**config.mk**
```make
export PLATFORM = sky130hd
export DESIGN_NAME = csv_decimal_integer_field_parser_core
export DESIGN_NICKNAME = d
export VERILOG_FILES = /design/src/sv/csvdp_pkg.sv /design/src/sv/csvdp_na_track.sv /design/src/sv/csv_decimal_integer_field_parser_core.sv
export SDC_FILE = /design/constraint.sdc
export NUM_CORES = 1
export LEC_CHECK = 0
export BUFFER_PORTS_ARGS = -buffer_cell sky130_fd_sc_hd__buf_2
export CAP_MARGIN = 10
export CORE_ASPECT_RATIO = 1.4
export CORE_MARGIN = 3
export CORE_UTILIZATION = 50
export DETAILED_ROUTE_END_ITERATION = 10
export PLACE_DENSITY_LB_ADDON = 0.12
export SLEW_MARGIN = 20
export SYNTH_ARGS = -nofsm -noshare
export SYNTH_HDL_FRONTEND = slang
export SYNTH_HIERARCHICAL = 1
export SYNTH_SLANG_ARGS = --single-unit
```
**constraint.sdc**
```tcl
create_clock -name aclk -period 8.5 [get_ports aclk]
set_input_delay 1.7 -clock aclk [delete_from_list [all_inputs] [get_ports aclk]]
set_output_delay 1.7 -clock aclk [all_outputs]
set_load 0.01 [all_outputs]
```
**src/sv/csvdp_pkg.sv**
```systemverilog
// Shared types and constants of the decimal integer field parser.
// Holds register indexes, result codes and the NA string settings struct.
// No dependencies.
package csvdp_pkg;

    localparam int NA_SLOTS     = 2;
    localparam int NA_MAX_CHARS = 8;
    localparam int POS_W        = 4;

    // Digits are taken only while the accumulator stays below this guard.
    localparam logic [63:0] ACC_GUARD = 64'd922337203685477579;

    localparam logic [7:0] CHR_ZERO  = 8'd48;
    localparam logic [7:0] CHR_NINE  = 8'd57;
    localparam logic [7:0] CHR_MINUS = 8'd45;
    localparam logic [7:0] CHR_PLUS  = 8'd43;
    localparam logic [7:0] CHR_SPACE = 8'd32;
    localparam logic [7:0] CHR_TAB   = 8'd9;
    localparam logic [7:0] CHR_CR    = 8'd13;

    localparam logic [2:0] REG_SEP_CHAR       = 3'd0;
    localparam logic [2:0] REG_EOL_CHAR       = 3'd1;
    localparam logic [2:0] REG_NA_COUNT       = 3'd2;
    localparam logic [2:0] REG_NA_TEXT_FIRST  = 3'd3;
    localparam logic [2:0] REG_NA_LEN_FIRST   = 3'd4;
    localparam logic [2:0] REG_NA_TEXT_SECOND = 3'd5;
    localparam logic [2:0] REG_NA_LEN_SECOND  = 3'd6;

    localparam logic [1:0] STATUS_VALUE   = 2'd0;
    localparam logic [1:0] STATUS_NA      = 2'd1;
    localparam logic [1:0] STATUS_INVALID = 2'd2;

    localparam logic [1:0] TERM_SEP = 2'd0;
    localparam logic [1:0] TERM_EOL = 2'd1;
    localparam logic [1:0] TERM_EOD = 2'd2;

    typedef struct packed {
        logic [NA_SLOTS-1:0][63:0] text;
        logic [NA_SLOTS-1:0][3:0]  len;
        logic [1:0]                count;
    } na_cfg_t;

    typedef struct packed {
        logic [NA_SLOTS-1:0] mask;
        logic [POS_W-1:0]    pos;
    } na_track_t;

endpackage

```
**src/sv/csvdp_na_track.sv**
```systemverilog
// NA string tracker of the decimal integer field parser.
// Advances the per-slot match mask by one byte and tests for a full match.
// Depends on csvdp_pkg.
module csvdp_na_track
    import csvdp_pkg::*;
(
    input  na_cfg_t    na_cfg,
    input  na_track_t  track_cur,
    input  logic [7:0] text_byte,
    output na_track_t  track_next,
    output logic       matched
);

    logic [5:0] bit_ofs;
    logic [1:0] active;

    assign bit_ofs = {track_cur.pos[2:0], 3'b000};
    assign active  = (int'(na_cfg.count) < NA_SLOTS) ? na_cfg.count : 2'(NA_SLOTS);

    // Drop a slot once the byte disagrees or the string is too short.
    always_comb begin
        track_next.mask = track_cur.mask;
        for (int k = 0; k < NA_SLOTS; k++) begin
            if (track_cur.pos >= POS_W'(NA_MAX_CHARS) || na_cfg.len[k] <= track_cur.pos
                || na_cfg.text[k][bit_ofs +: 8] != text_byte) begin
                track_next.mask[k] = 1'b0;
            end
        end
        track_next.pos = (track_cur.pos < POS_W'(NA_MAX_CHARS))
                       ? track_cur.pos + POS_W'(1) : track_cur.pos;
    end

    always_comb begin
        matched = 1'b0;
        for (int k = 0; k < NA_SLOTS; k++) begin
            if (k < int'(active) && track_cur.mask[k] && na_cfg.len[k] >= 4'd1
                && na_cfg.len[k] <= 4'(NA_MAX_CHARS) && na_cfg.len[k] == track_cur.pos) begin
                matched = 1'b1;
            end
        end
    end

endmodule

```
**src/sv/csv_decimal_integer_field_parser_core.sv**
```systemverilog
// Top level of the streaming decimal integer field parser.
// The result of a field is registered in the result register when its terminator byte is accepted.
// Throughput: one byte per cycle; the field state and the result register
// are updated in the same cycle, so only a stalled result holds the input.
// Reset (aresetn, synchronous): field state cleared, registers to defaults.
// Depends on csvdp_pkg and csvdp_na_track.
module csv_decimal_integer_field_parser_core
    import csvdp_pkg::*;
(
    input  logic               aclk,
    input  logic               aresetn,
    // configuration writes
    input  logic               cfg_wr_en,
    input  logic [2:0]         cfg_index,
    input  logic [63:0]        cfg_wdata,
    // byte requests
    input  logic               s_valid,
    output logic               s_ready,
    input  logic [7:0]         s_text_byte,
    input  logic               s_end_of_data,
    // result requests
    output logic               m_valid,
    input  logic               m_ready,
    output logic signed [63:0] m_int_value,
    output logic [1:0]         m_parse_status,
    output logic [1:0]         m_terminator
);

    typedef enum logic [2:0] {
        PH_LEAD,
        PH_SIGN,
        PH_DIGITS,
        PH_TRAIL,
        PH_BAD
    } phase_t;

    // Configuration registers
    logic [7:0] sep_char_reg;
    logic [7:0] eol_char_reg;
    na_cfg_t    na_cfg_reg;

    // Field state
    phase_t      phase_reg,   phase_next;
    logic [63:0] acc_reg,     acc_next;
    logic        neg_reg,     neg_next;
    na_track_t   track_reg,   track_next;
    logic        started_reg, started_next;

    // Result register
    logic        m_valid_reg;
    logic [63:0] value_reg;
    logic [1:0]  status_reg;
    logic [1:0]  term_reg;

    logic        accept;
    logic        is_term;
    logic [1:0]  term_code;
    logic        is_digit;
    logic        is_lead_space;
    logic [3:0]  digit;
    logic [63:0] acc_times_ten;
    logic        na_hit;
    na_track_t   track_adv;
    logic [1:0]  status_now;
    logic [63:0] value_now;

    // The result register parts the two sides: take a byte whenever it is free
    // or being drained in this cycle.
    assign s_ready = !m_valid_reg || m_ready;
    assign accept  = s_valid && s_ready;

    // Terminators win over every phase rule; end of data beats both, separator beats line end.
    always_comb begin
        is_term   = 1'b1;
        term_code = TERM_SEP;
        if (s_end_of_data) begin
            term_code = TERM_EOD;
        end else if (s_text_byte == sep_char_reg) begin
            term_code = TERM_SEP;
        end else if (s_text_byte == eol_char_reg) begin
            term_code = TERM_EOL;
        end else begin
            is_term = 1'b0;
        end
    end

    assign is_digit      = s_text_byte >= CHR_ZERO && s_text_byte <= CHR_NINE;
    assign is_lead_space = s_text_byte == CHR_SPACE
                        || (s_text_byte >= CHR_TAB && s_text_byte <= CHR_CR);
    assign digit         = 4'(s_text_byte - CHR_ZERO);
    // Multiply by ten as two shifts and an add
    assign acc_times_ten = {acc_reg[60:0], 3'b000} + {acc_reg[62:0], 1'b0};

    csvdp_na_track u_na_track (
        .na_cfg     (na_cfg_reg),
        .track_cur  (track_reg),
        .text_byte  (s_text_byte),
        .track_next (track_adv),
        .matched    (na_hit)
    );

    // Result of the field as it stands before this byte
    always_comb begin
        value_now = 64'd0;
        if (!started_reg || na_hit) begin
            status_now = STATUS_NA;
        end else if (phase_reg == PH_DIGITS || phase_reg == PH_TRAIL) begin
            status_now = STATUS_VALUE;
            value_now  = neg_reg ? (64'd0 - acc_reg) : acc_reg;
        end else begin
            status_now = STATUS_INVALID;
        end
    end

    // Field state update for one accepted byte
    always_comb begin
        phase_next   = phase_reg;
        acc_next     = acc_reg;
        neg_next     = neg_reg;
        track_next   = track_reg;
        started_next = started_reg;
        if (accept) begin
            if (is_term) begin
                // Close the field: back to a fresh one
                phase_next   = PH_LEAD;
                acc_next     = 64'd0;
                neg_next     = 1'b0;
                track_next   = '{mask: '1, pos: '0};
                started_next = 1'b0;
            end else if (phase_reg == PH_LEAD) begin
                if (!is_lead_space) begin
                    started_next = 1'b1;
                    track_next   = track_adv;
                    if (s_text_byte == CHR_MINUS) begin
                        neg_next   = 1'b1;
                        phase_next = PH_SIGN;
                    end else if (s_text_byte == CHR_PLUS) begin
                        phase_next = PH_SIGN;
                    end else if (is_digit) begin
                        acc_next   = {60'd0, digit};
                        phase_next = PH_DIGITS;
                    end else begin
                        phase_next = PH_BAD;
                    end
                end
            end else begin
                track_next = track_adv;
                case (phase_reg)
                    PH_SIGN: begin
                        if (is_digit) begin
                            acc_next   = {60'd0, digit};
                            phase_next = PH_DIGITS;
                        end else begin
                            phase_next = PH_BAD;
                        end
                    end
                    PH_DIGITS: begin
                        if (is_digit) begin
                            // At or past the guard a further digit is refused and the field turns invalid
                            if (acc_reg < ACC_GUARD) begin
                                acc_next = acc_times_ten + {60'd0, digit};
                            end else begin
                                phase_next = PH_BAD;
                            end
                        end else if (s_text_byte == CHR_SPACE) begin
                            phase_next = PH_TRAIL;
                        end else begin
                            phase_next = PH_BAD;
                        end
                    end
                    PH_TRAIL: begin
                        if (s_text_byte != CHR_SPACE) begin
                            phase_next = PH_BAD;
                        end
                    end
                    default: begin
                        phase_next = PH_BAD;
                    end
                endcase
            end
        end
    end

    // Configuration writes; unknown indexes are dropped
    always_ff @(posedge aclk) begin
        if (!aresetn) begin
            sep_char_reg       <= 8'd44;
            eol_char_reg       <= 8'd10;
            na_cfg_reg.count   <= 2'd1;
            na_cfg_reg.text[0] <= 64'd16718;
            na_cfg_reg.len[0]  <= 4'd2;
            na_cfg_reg.text[1] <= 64'd0;
            na_cfg_reg.len[1]  <= 4'd1;
        end else if (cfg_wr_en) begin
            case (cfg_index)
                REG_SEP_CHAR:       sep_char_reg       <= cfg_wdata[7:0];
                REG_EOL_CHAR:       eol_char_reg       <= cfg_wdata[7:0];
                REG_NA_COUNT:       na_cfg_reg.count   <= cfg_wdata[1:0];
                REG_NA_TEXT_FIRST:  na_cfg_reg.text[0] <= cfg_wdata;
                REG_NA_LEN_FIRST:   na_cfg_reg.len[0]  <= cfg_wdata[3:0];
                REG_NA_TEXT_SECOND: na_cfg_reg.text[1] <= cfg_wdata;
                REG_NA_LEN_SECOND:  na_cfg_reg.len[1]  <= cfg_wdata[3:0];
                default: begin
                end
            endcase
        end
    end

    // Field state and result register
    always_ff @(posedge aclk) begin
        if (!aresetn) begin
            phase_reg   <= PH_LEAD;
            acc_reg     <= 64'd0;
            neg_reg     <= 1'b0;
            track_reg   <= '{mask: '1, pos: '0};
            started_reg <= 1'b0;
            m_valid_reg <= 1'b0;
        end else begin
            phase_reg   <= phase_next;
            acc_reg     <= acc_next;
            neg_reg     <= neg_next;
            track_reg   <= track_next;
            started_reg <= started_next;
            if (accept && is_term) begin
                m_valid_reg <= 1'b1;
            end else if (m_ready) begin
                m_valid_reg <= 1'b0;
            end
        end
    end

    // Result payload: load on a closing byte, hold otherwise
    always_ff @(posedge aclk) begin
        if (accept && is_term) begin
            value_reg  <= value_now;
            status_reg <= status_now;
            term_reg   <= term_code;
        end
    end

    assign m_valid        = m_valid_reg;
    assign m_int_value    = value_reg;
    assign m_parse_status = status_reg;
    assign m_terminator   = term_reg;

endmodule

```
==> results.cfg, run 1 <==
[status]
status = completed

[drt]
drtPass1Iterations = 5
routedWlPerCell_um = 18.1
vias = 15400
avgViaCountPerCell = 5.76
ant_nets = 0
wirelength_mm = 48.7
drc = 0
drtIter0Drc = 1032

[global_route]
first_global_vias = 14900
globalRouteOverflowTotal = 0
antenna_found_initial = 1
grt_pass1_wl_mm = 77.4
grt_max_degree = 89
grt_usage = 0.239

[floorplanning]
io_pins = 151
dieArea_um2 = 39100
core_area_um2 = 36000
std_cell_rows = 82
chipWidth_um = 168
start_util = 0.510
die_h_um = 233

[layout]
final_util = 0.565
layout_commonest_cell = nand2_1
largest_reg_flops = 138
drive_gt1_frac = 0.120
instances_no_fill = 2682
diodes = 0
syn_to_final_growth_pct = 10.8
layout_common_cells = nand2_1, dfxtp_1, buf_2
fin_area_um2 = 20400
nets = 2414
nFillCells = 3326

[clock_network]
clock_path_buffers = 3
hold_buffers = 0
worstSkewPairLatency_ps = 580
cts.sinks = 298
cts_htree_levels = 1
cts_buffers = 31
clk_pin_slew_ps = 60
root_buffer = clkbuf_16
cts_resized = 0
cts_tree = done
post_cts_buffers = 0

[power_and_ir_drop]
p_leak_nw = 8.40
vdd_ir_drop_max_mv = 0.164
p_per_area_nw_per_um2 = 150

[setup_path]
reg2reg_slack_ps = 3770
cp-start-kind = input pin
path_max_fanout = 10
reg2reg_depth = 15
endpoint = acc_reg[59]
regToRegStartpoint = acc_reg[0]
max_stage_delay_ps = 920
crit_type = input pin to flip-flop
critPathCaptureType = flip-flop
crit_path_start = s_text_byte[3]
cp_cell_sequence = buf_2 -> inv_1 -> fa_1 -> inv_1 -> ha_1 -> a211oi_1 -> o21ai_0 -> a21boi_1 -> o31ai_1 -> a31oi_1 -> o41ai_1 -> a31o_2 -> a21oi_1 -> o21ai_1 -> xnor2_1 -> o21ai_0
cp_top_family = compound AO/OA/AOI/OAI gates
critical_path_depth = 16
reg2reg_to = acc_reg[59]
arrival_ps = 5990
slowest_stage = o41ai_1
path_buf_inv = 3
cp_data_required_time_ps = 8950

[run]
cap_violations = 0

[sta]
final.setup_skew_ps = 10.1
fin_crit_sh = 0.652
holdWs_ps = 459
final.setup.tns_ps = 0
fmax_mhz = 181
slew_viol_final = 0
setup_viol = 0
grt_setup_unrepaired = no
worst_slew_pin_slew_ps = 960
layout_min_cycle_time_ps = 5540
hold_viol_final = 0
slew_headroom = 0.351

[synthesis]
synth_edf_count = 68
postSynthCellCount = 2121
yosys.area.top_type = dfxtp_1
synth_flop_cell = dfxtp_1
ys_seq_area_frac = 0.362
syn_avg_cell_area_um2 = 8.66
netlist_area_um2 = 18400
yosys_warnings = 6
async_reset_ff_frac = 0
yosys-top-cells-area = dfxtp_1, edfxtp_1, ha_1, nand2_1, a21boi_0
ys_types = 74
yosysTopAreaCellShare = 0.251
ys_seq_elements = 298
synth_fp_nets = 2338

[worst_hold_path]
min_path_type = flip-flop to flip-flop

[place]
portBuffers = 150
place_area_um2 = 19300
dp_hpwl_mm = 35.1
place_congestion = 0.913
dp_cells = 2626
-- how the worst min path moves through the flow --
stage,startpoint,endpoint,slack [ps],cells past startpoint
2_1_floorplan,na_cfg_reg[18],na_cfg_reg[18],430,2
3_3_place_gp,na_cfg_reg[24],na_cfg_reg[24],440,2
3_5_place_dp,na_cfg_reg[12],na_cfg_reg[12],450,2
4_1_cts,na_cfg_reg[125],na_cfg_reg[125],460,2
5_1_grt,na_cfg_reg[75],na_cfg_reg[75],480,2
6_report,na_cfg_reg[46],na_cfg_reg[46],460,2
-- synthesized netlist by cell type (15+ instances only) --
| master | number |
|---|---|
| xor2_1 | 119 |
| nor4_1 | 15 |
| inv_1 | 25 |
| nand3_1 | 46 |
| ha_1 | 134 |
| mux2i_1 | 42 |
| nor3_1 | 22 |
| edfxtp_1 | 68 |
| clkbuf_1 | 107 |
| xnor2_1 | 39 |
| a22oi_1 | 25 |
| dfxtp_1 | 230 |
| nor2b_1 | 41 |
| o31ai_1 | 21 |
| a21boi_0 | 145 |
| nand2_1 | 442 |
| o21ai_0 | 109 |
| nor2_1 | 130 |
| mux4_2 | 17 |
| nand4_1 | 30 |
| a21o_1 | 32 |
| a21oi_1 | 83 |
-- report_power, final --
| group | internal (mW) | switching, mW | leakage, nW |
|---|---|---|---|
| Combinational | 0.0768 | 0.126 | 5.39 |
| Sequential | 1.48 | 0.0130 | 2.51 |
| Clock | 0.777 | 0.588 | 0.495 |
| Total | 2.33 | 0.727 | 8.40 |
-- cell type report --
type / count / area, um^2 / area share
inverter: 25 / 93.8 / 0.00461
timing repair buffer: 169 / 896 / 0.0440
clock buffer: 37 / 860 / 0.0422
sequential: 298 / 6650 / 0.327
clock inverter: 19 / 154 / 0.00756
tap: 462 / 578 / 0.0284
multi-input combinational: 1672 / 11100 / 0.547
-- worst reg2reg max path: cells and delay by family, from the launching register on --
kind,cells,cell delay [ps]
AO/OA/AOI/OAI,10,2870
adder cells (fa/ha/maj),2,850
flip-flops,1,470
buffers and inverters,2,280
XOR/XNOR,1,130
-- through the flow --
stage | power (mW) | setup WS, ps
after global routing | 3.16 | 2560
after detailed placement | 1.72 | 2340
final | 3.06 | 2960
after CTS | 3.09 | 2950
after floorplan | 1.64 | 1310
after global placement | 1.72 | 2460
-- cell families after synthesis --
family	after synthesis	share of synthesized area
XOR/XNOR	158	0.0753
AO/OA/AOI/OAI	515	0.189
flip-flops	298	0.362
multiplexers	67	0.0543
buffers and inverters	151	0.0338
AND/OR/NAND/NOR	796	0.192
adder cells (fa/ha/maj)	136	0.0934
-- layer usage --
metal | up-vias | track usage | share of wire
li1 | 7674 | - | -
met1 | 7311 | 0.282 | 0.40
met2 | 365 | 0.448 | 0.52
met3 | 97 | 0.0235 | 0.040
met4 | 2 | 0.0877 | 0.035
met5 | - | 0 | 0.00027
Note: power is estimated with default switching activity, not from simulation.
==> run 2: changes to the inputs <==
==> constraint.sdc (replaced) <==
create_clock -name aclk -period 4.45 [get_ports aclk]
set_input_delay 0.89 -clock aclk [delete_from_list [all_inputs] [get_ports aclk]]
set_output_delay 0.89 -clock aclk [all_outputs]
set_load 0.01 [all_outputs]
==> run 2 against run 1 <==
First-iteration DRC count shrank 13%. Sequential power grew 91%. Via count grew 1.3%. Utilization grew 0.96 points.
==> results.cfg, run 2 (same netlist as run 1, synthesis figures left out) <==
[drt]
drtIter0Drc = 903
drtPass1Iterations = 5
avgViaCountPerCell = 5.75
wirelength_mm = 48.8
drc = 0
vias = 15700
routedWlPerCell_um = 17.9
ant_nets = 0

[layout]
drive_gt1_frac = 0.135
syn_to_final_growth_pct = 12.7
final_util = 0.575
layout_commonest_cell = nand2_1
nets = 2452
instances_no_fill = 2721
layout_common_cells = nand2_1, dfxtp_1, buf_2
diodes = 0
largest_reg_flops = 138
fin_area_um2 = 20700

[clock_network]
cts_tree = done
cts_htree_levels = 1
cts.sinks = 298
hold_buffers = 0
worstSkewPairLatency_ps = 590
root_buffer = clkbuf_16
clock_path_buffers = 3
post_cts_buffers = 0
clk_pin_slew_ps = 60
cts_buffers = 30
cts_resized = 0

[power_and_ir_drop]
p_int_mw = 4.49
p_clk_frac = 0.448
p_leak_nw = 8.62
vdd_ir_drop_max_mv = 0.331
finalPower_mw = 5.87
p_sw_mw = 1.37
combPwrFrac = 0.066
p_per_area_nw_per_um2 = 283
seqPwrFrac = 0.485
swShare = 0.234

[place]
dp_hpwl_mm = 35.8
place_area_um2 = 19700
dp_cells = 2665
dp_slack_ps = -115
place_congestion = 0.899
portBuffers = 150

[setup_path]
crit_type = flip-flop to flip-flop
reg2reg_to = m_int_value[59]
arrival_ps = 4490
cp-start-kind = flip-flop
cp_data_required_time_ps = 4760
regToRegStartpoint = acc_reg[15]
cp_top_family = simple AND/OR/NAND/NOR gates
reg2reg_slack_ps = 280
cp_common_cell = or4_4
max_stage_delay_ps = 540
reg2reg_depth = 11
path_max_fanout = 8
cp_cell_sequence = or4_4 -> nor3_2 -> nand3b_2 -> nor3_2 -> nand4_2 -> or4_4 -> or4_4 -> or3_1 -> o31ai_2 -> xor2_1 -> nor2_1
path_buf_inv = 0
critPathCaptureType = flip-flop
slowest_stage = or4_4

[sta]
final.setup.tns_ps = 0
fin_ws_ps = 277
worst_slew_pin_slew_ps = 827
holdWs_ps = 459
slew_headroom = 0.445
fmax_mhz = 240
setup_viol = 0
grt_setup_unrepaired = no
hold_viol_final = 0
layout_min_cycle_time_ps = 4170
slew_viol_final = 0
fin_crit_sh = 0.938
final.setup_skew_ps = 20.1

[floorplanning]
dieArea_um2 = 39100
chipWidth_um = 168
core_area_um2 = 36000
std_cell_rows = 82
start_util = 0.510
die_h_um = 233
io_pins = 151

[status]
status = completed

[worst_hold_path]
holdPathEnd = na_cfg_reg[125]
whs_path_depth = 2
min_path_type = flip-flop to flip-flop
min_from = na_cfg_reg[125]

[global_route]
grt_usage = 0.243
grt_max_degree = 77
globalRouteOverflowTotal = 0
grt_pass1_wl_mm = 78.7
first_global_vias = 15300
antenna_found_initial = 1

[run]
cap_violations = 0
==> run 2: cell types whose count changed in the layout (fill, tap and decap cells not counted), moves of 2 or more <==
cell        delta
buf_4         +36
clkbuf_8       -4
buf_12         +3
clkbuf_1       +3
clkinvlp_2     -2
inv_6          +2
==> run 2: final cells by class <==
type                    instances  area, um^2
fillers                      3293       15300
multi-input cells            1672       11100
flip-flops and latches        298        6650
repair buffers                208        1230
clock buffers                  38         846
well taps                     462         578
clock inverters                18         174
inverters                      25        93.8
==> run 2: how the worst max path moves through the flow <==
stage / from / endpoint / slack (ps) / cells past startpoint
2_1_floorplan: s_text_byte[3] / acc_reg[62] / 20 / 16
3_3_place_gp: s_text_byte[3] / acc_reg[61] / -10 / 17
3_5_place_dp: s_text_byte[3] / acc_reg[59] / -110 / 18
4_1_cts: acc_reg[15] / m_int_value[55] / 280 / 11
5_1_grt: acc_reg[5] / m_int_value[55] / 60 / 11
6_report: acc_reg[15] / m_int_value[59] / 280 / 11
==> run 2: layer usage <==
| layer | up-vias | track usage | routed length, um |
|---|---|---|---|
| li1 | 7747 | - | - |
| met1 | 7368 | 0.283 | 19600 |
| met2 | 414 | 0.447 | 24900 |
| met3 | 120 | 0.0248 | 2020 |
| met4 | 2 | 0.110 | 2330 |
| met5 | - | 0 | 13 |
==> run 2: tightest hold or removal path: stages (launching register included) <==
cell and delay (ps):
dfxtp_1 310, nand2_1 40, a21boi_0 60
==> run 2: power groups by stage <==
stage          combinational (mW)  clock [mW]  sequential, mW
2_1_floorplan               0.224           0            2.91
3_3_place_gp                0.385           0            2.91
3_5_place_dp                0.391           0            2.91
4_1_cts                     0.392        2.68            2.85
5_1_grt                     0.426        2.77            2.85
6_report                    0.389        2.63            2.85
==> run 3: changes to the inputs <==
--- a/config.mk
+++ b/config.mk
@@ -9,9 +9,10 @@
 export CAP_MARGIN = 10
 export CORE_ASPECT_RATIO = 1.4
 export CORE_MARGIN = 3
-export CORE_UTILIZATION = 50
+export CORE_UTILIZATION = 31
 export DETAILED_ROUTE_END_ITERATION = 10
 export PLACE_DENSITY_LB_ADDON = 0.12
+export RECOVER_POWER = 50
 export SLEW_MARGIN = 20
 export SYNTH_ARGS = -nofsm -noshare
 export SYNTH_HDL_FRONTEND = slang
==> run 3 against run 2 <==
The flow now finishes with violations (max-capacitance violations, max-slew violations). Count of clock-buffer cells in the layout grew 7. Largest cell class unchanged. Global-route usage fell by 6.0 points. Critical path type unchanged. Cell area grew 2.7%. Clock power up 19%. Utilization fell by 21 points. Total power up 8.5%. Sequential power about the same. Worst hold slack gained 5.6 ps. Non-clock buffer count rose by 8.
==> results.cfg, run 3 (same netlist as run 1, synthesis figures left out) <==
[status]
status = finished with violations
violations = max-capacitance violations, max-slew violations

[setup_path]
cp_data_required_time_ps = 4740
cp-start-kind = flip-flop
path_max_fanout = 9
crit_type = flip-flop to flip-flop
critPathCaptureType = flip-flop
arrival_ps = 4420

[power_and_ir_drop]
combPwrFrac = 0.063
p_sw_mw = 1.52
p_per_area_nw_per_um2 = 300
finalPower_mw = 6.37
seqPwrFrac = 0.448
p_clk_frac = 0.489
vdd_ir_drop_max_mv = 0.227
p_int_mw = 4.84
swShare = 0.239
p_leak_nw = 8.55

[floorplanning]
std_cell_rows = 105
dieArea_um2 = 62300
start_util = 0.314
core_area_um2 = 58600
die_h_um = 294
chipWidth_um = 212
io_pins = 151

[drt]
ant_nets = 0
avgViaCountPerCell = 5.13
vias = 15500
routedWlPerCell_um = 18.9
drtPass1Iterations = 5
drc = 0
drtIter0Drc = 686
wirelength_mm = 57.1

[place]
portBuffers = 150
place_congestion = 0.861
dp_cells = 2960
dp_hpwl_mm = 42.5

[clock_network]
cts_buffers = 36
post_cts_buffers = 0
cts_tree = done
cts_htree_levels = 2
cts.sinks = 298
hold_buffers = 0
worstSkewPairLatency_ps = 550
cts_resized = 0
root_buffer = clkbuf_16
clock_path_buffers = 3
clk_pin_slew_ps = 60

[sta]
layout_min_cycle_time_ps = 4130
slew_viol_final = 169
final.setup_skew_ps = 24.8
grt_setup_unrepaired = no
fin_crit_sh = 0.927
worst_slew_pin_slew_ps = 2280
fmax_mhz = 242
hold_viol_final = 0
holdWs_ps = 464
setup_viol = 0
slew_headroom = -0.521
final.setup.tns_ps = 0

[layout]
syn_to_final_growth_pct = 15.7
diodes = 0
largest_reg_flops = 138
drive_gt1_frac = 0.109
nets = 2466
instances_no_fill = 3025
layout_commonest_cell = nand2_1
layout_common_cells = nand2_1, dfxtp_1, a21boi_0
nFillCells = 6119

[global_route]
grt_usage = 0.183
globalRouteOverflowTotal = 0
grt_max_degree = 107
antenna_found_initial = 1
first_global_vias = 15800
grt_pass1_wl_mm = 89.9

[run]
cap_violations = 2

[worst_hold_path]
min_path_type = flip-flop to flip-flop
[run 3: worst paths after layout]
path,cells after the start,to,slack (ps),start
worst max register to register,12,m_int_value[63],320,acc_reg[5]
worst min register to register,2,na_cfg_reg[129],460,na_cfg_reg[129]
worst min-delay path,2,na_cfg_reg[129],460,na_cfg_reg[129]
worst max-delay path,12,m_int_value[63],320,acc_reg[5]
[run 3: layer usage]
layer	up-vias	track usage	part of all wire
met5	-	0	0.00019
met4	2	0.0546	0.028
met3	73	0.0251	0.037
met2	290	0.351	0.53
met1	7339	0.207	0.41
li1	7808	-	-
[run 3: area by class of cell]
| class | count | area (um^2) | share of cell area |
|---|---|---|---|
| flip-flops and latches | 298 | 6650 | 0.313 |
| clock buffers | 45 | 986 | 0.0464 |
| repair buffers | 216 | 1200 | 0.0564 |
| inverters | 25 | 93.8 | 0.00441 |
| multi-input cells | 1672 | 11100 | 0.524 |
| well taps | 749 | 937 | 0.0441 |
| clock inverters | 20 | 246 | 0.0116 |
[run 3: power groups by stage]
stage / clock network, mW / registers, mW / logic, mW
global route: 3.34 / 2.86 / 0.443
detailed placement: 0 / 2.91 / 0.414
CTS: 3.23 / 2.85 / 0.415
global placement: 0 / 2.91 / 0.410
finish: 3.12 / 2.85 / 0.400
floorplan: 0 / 2.91 / 0.224
[run 3: through the flow]
stage / utilization / instance area [um^2] / setup slack (ps)
2_1_floorplan: - / 18400 / 21.6
3_3_place_gp: 0.343 / 20100 / -65.8
3_5_place_dp: 0.343 / 20100 / -129
4_1_cts: 0.365 / 21400 / 202
5_1_grt: 0.363 / 21300 / 14.4
6_report: 0.363 / 21300 / 323
[run 3: critical path, cell delays in order (launching register included)]
cell and delay, ps:
dfxtp_1 420, nor3_1 300, nand3_1 210, nand3b_2 320, nor3_2 250, buf_4 190, nand4_2 160, or4_4 540
or4_4 440, or3_1 520, o31ai_2 270, xor2_1 190, nor2_1 60
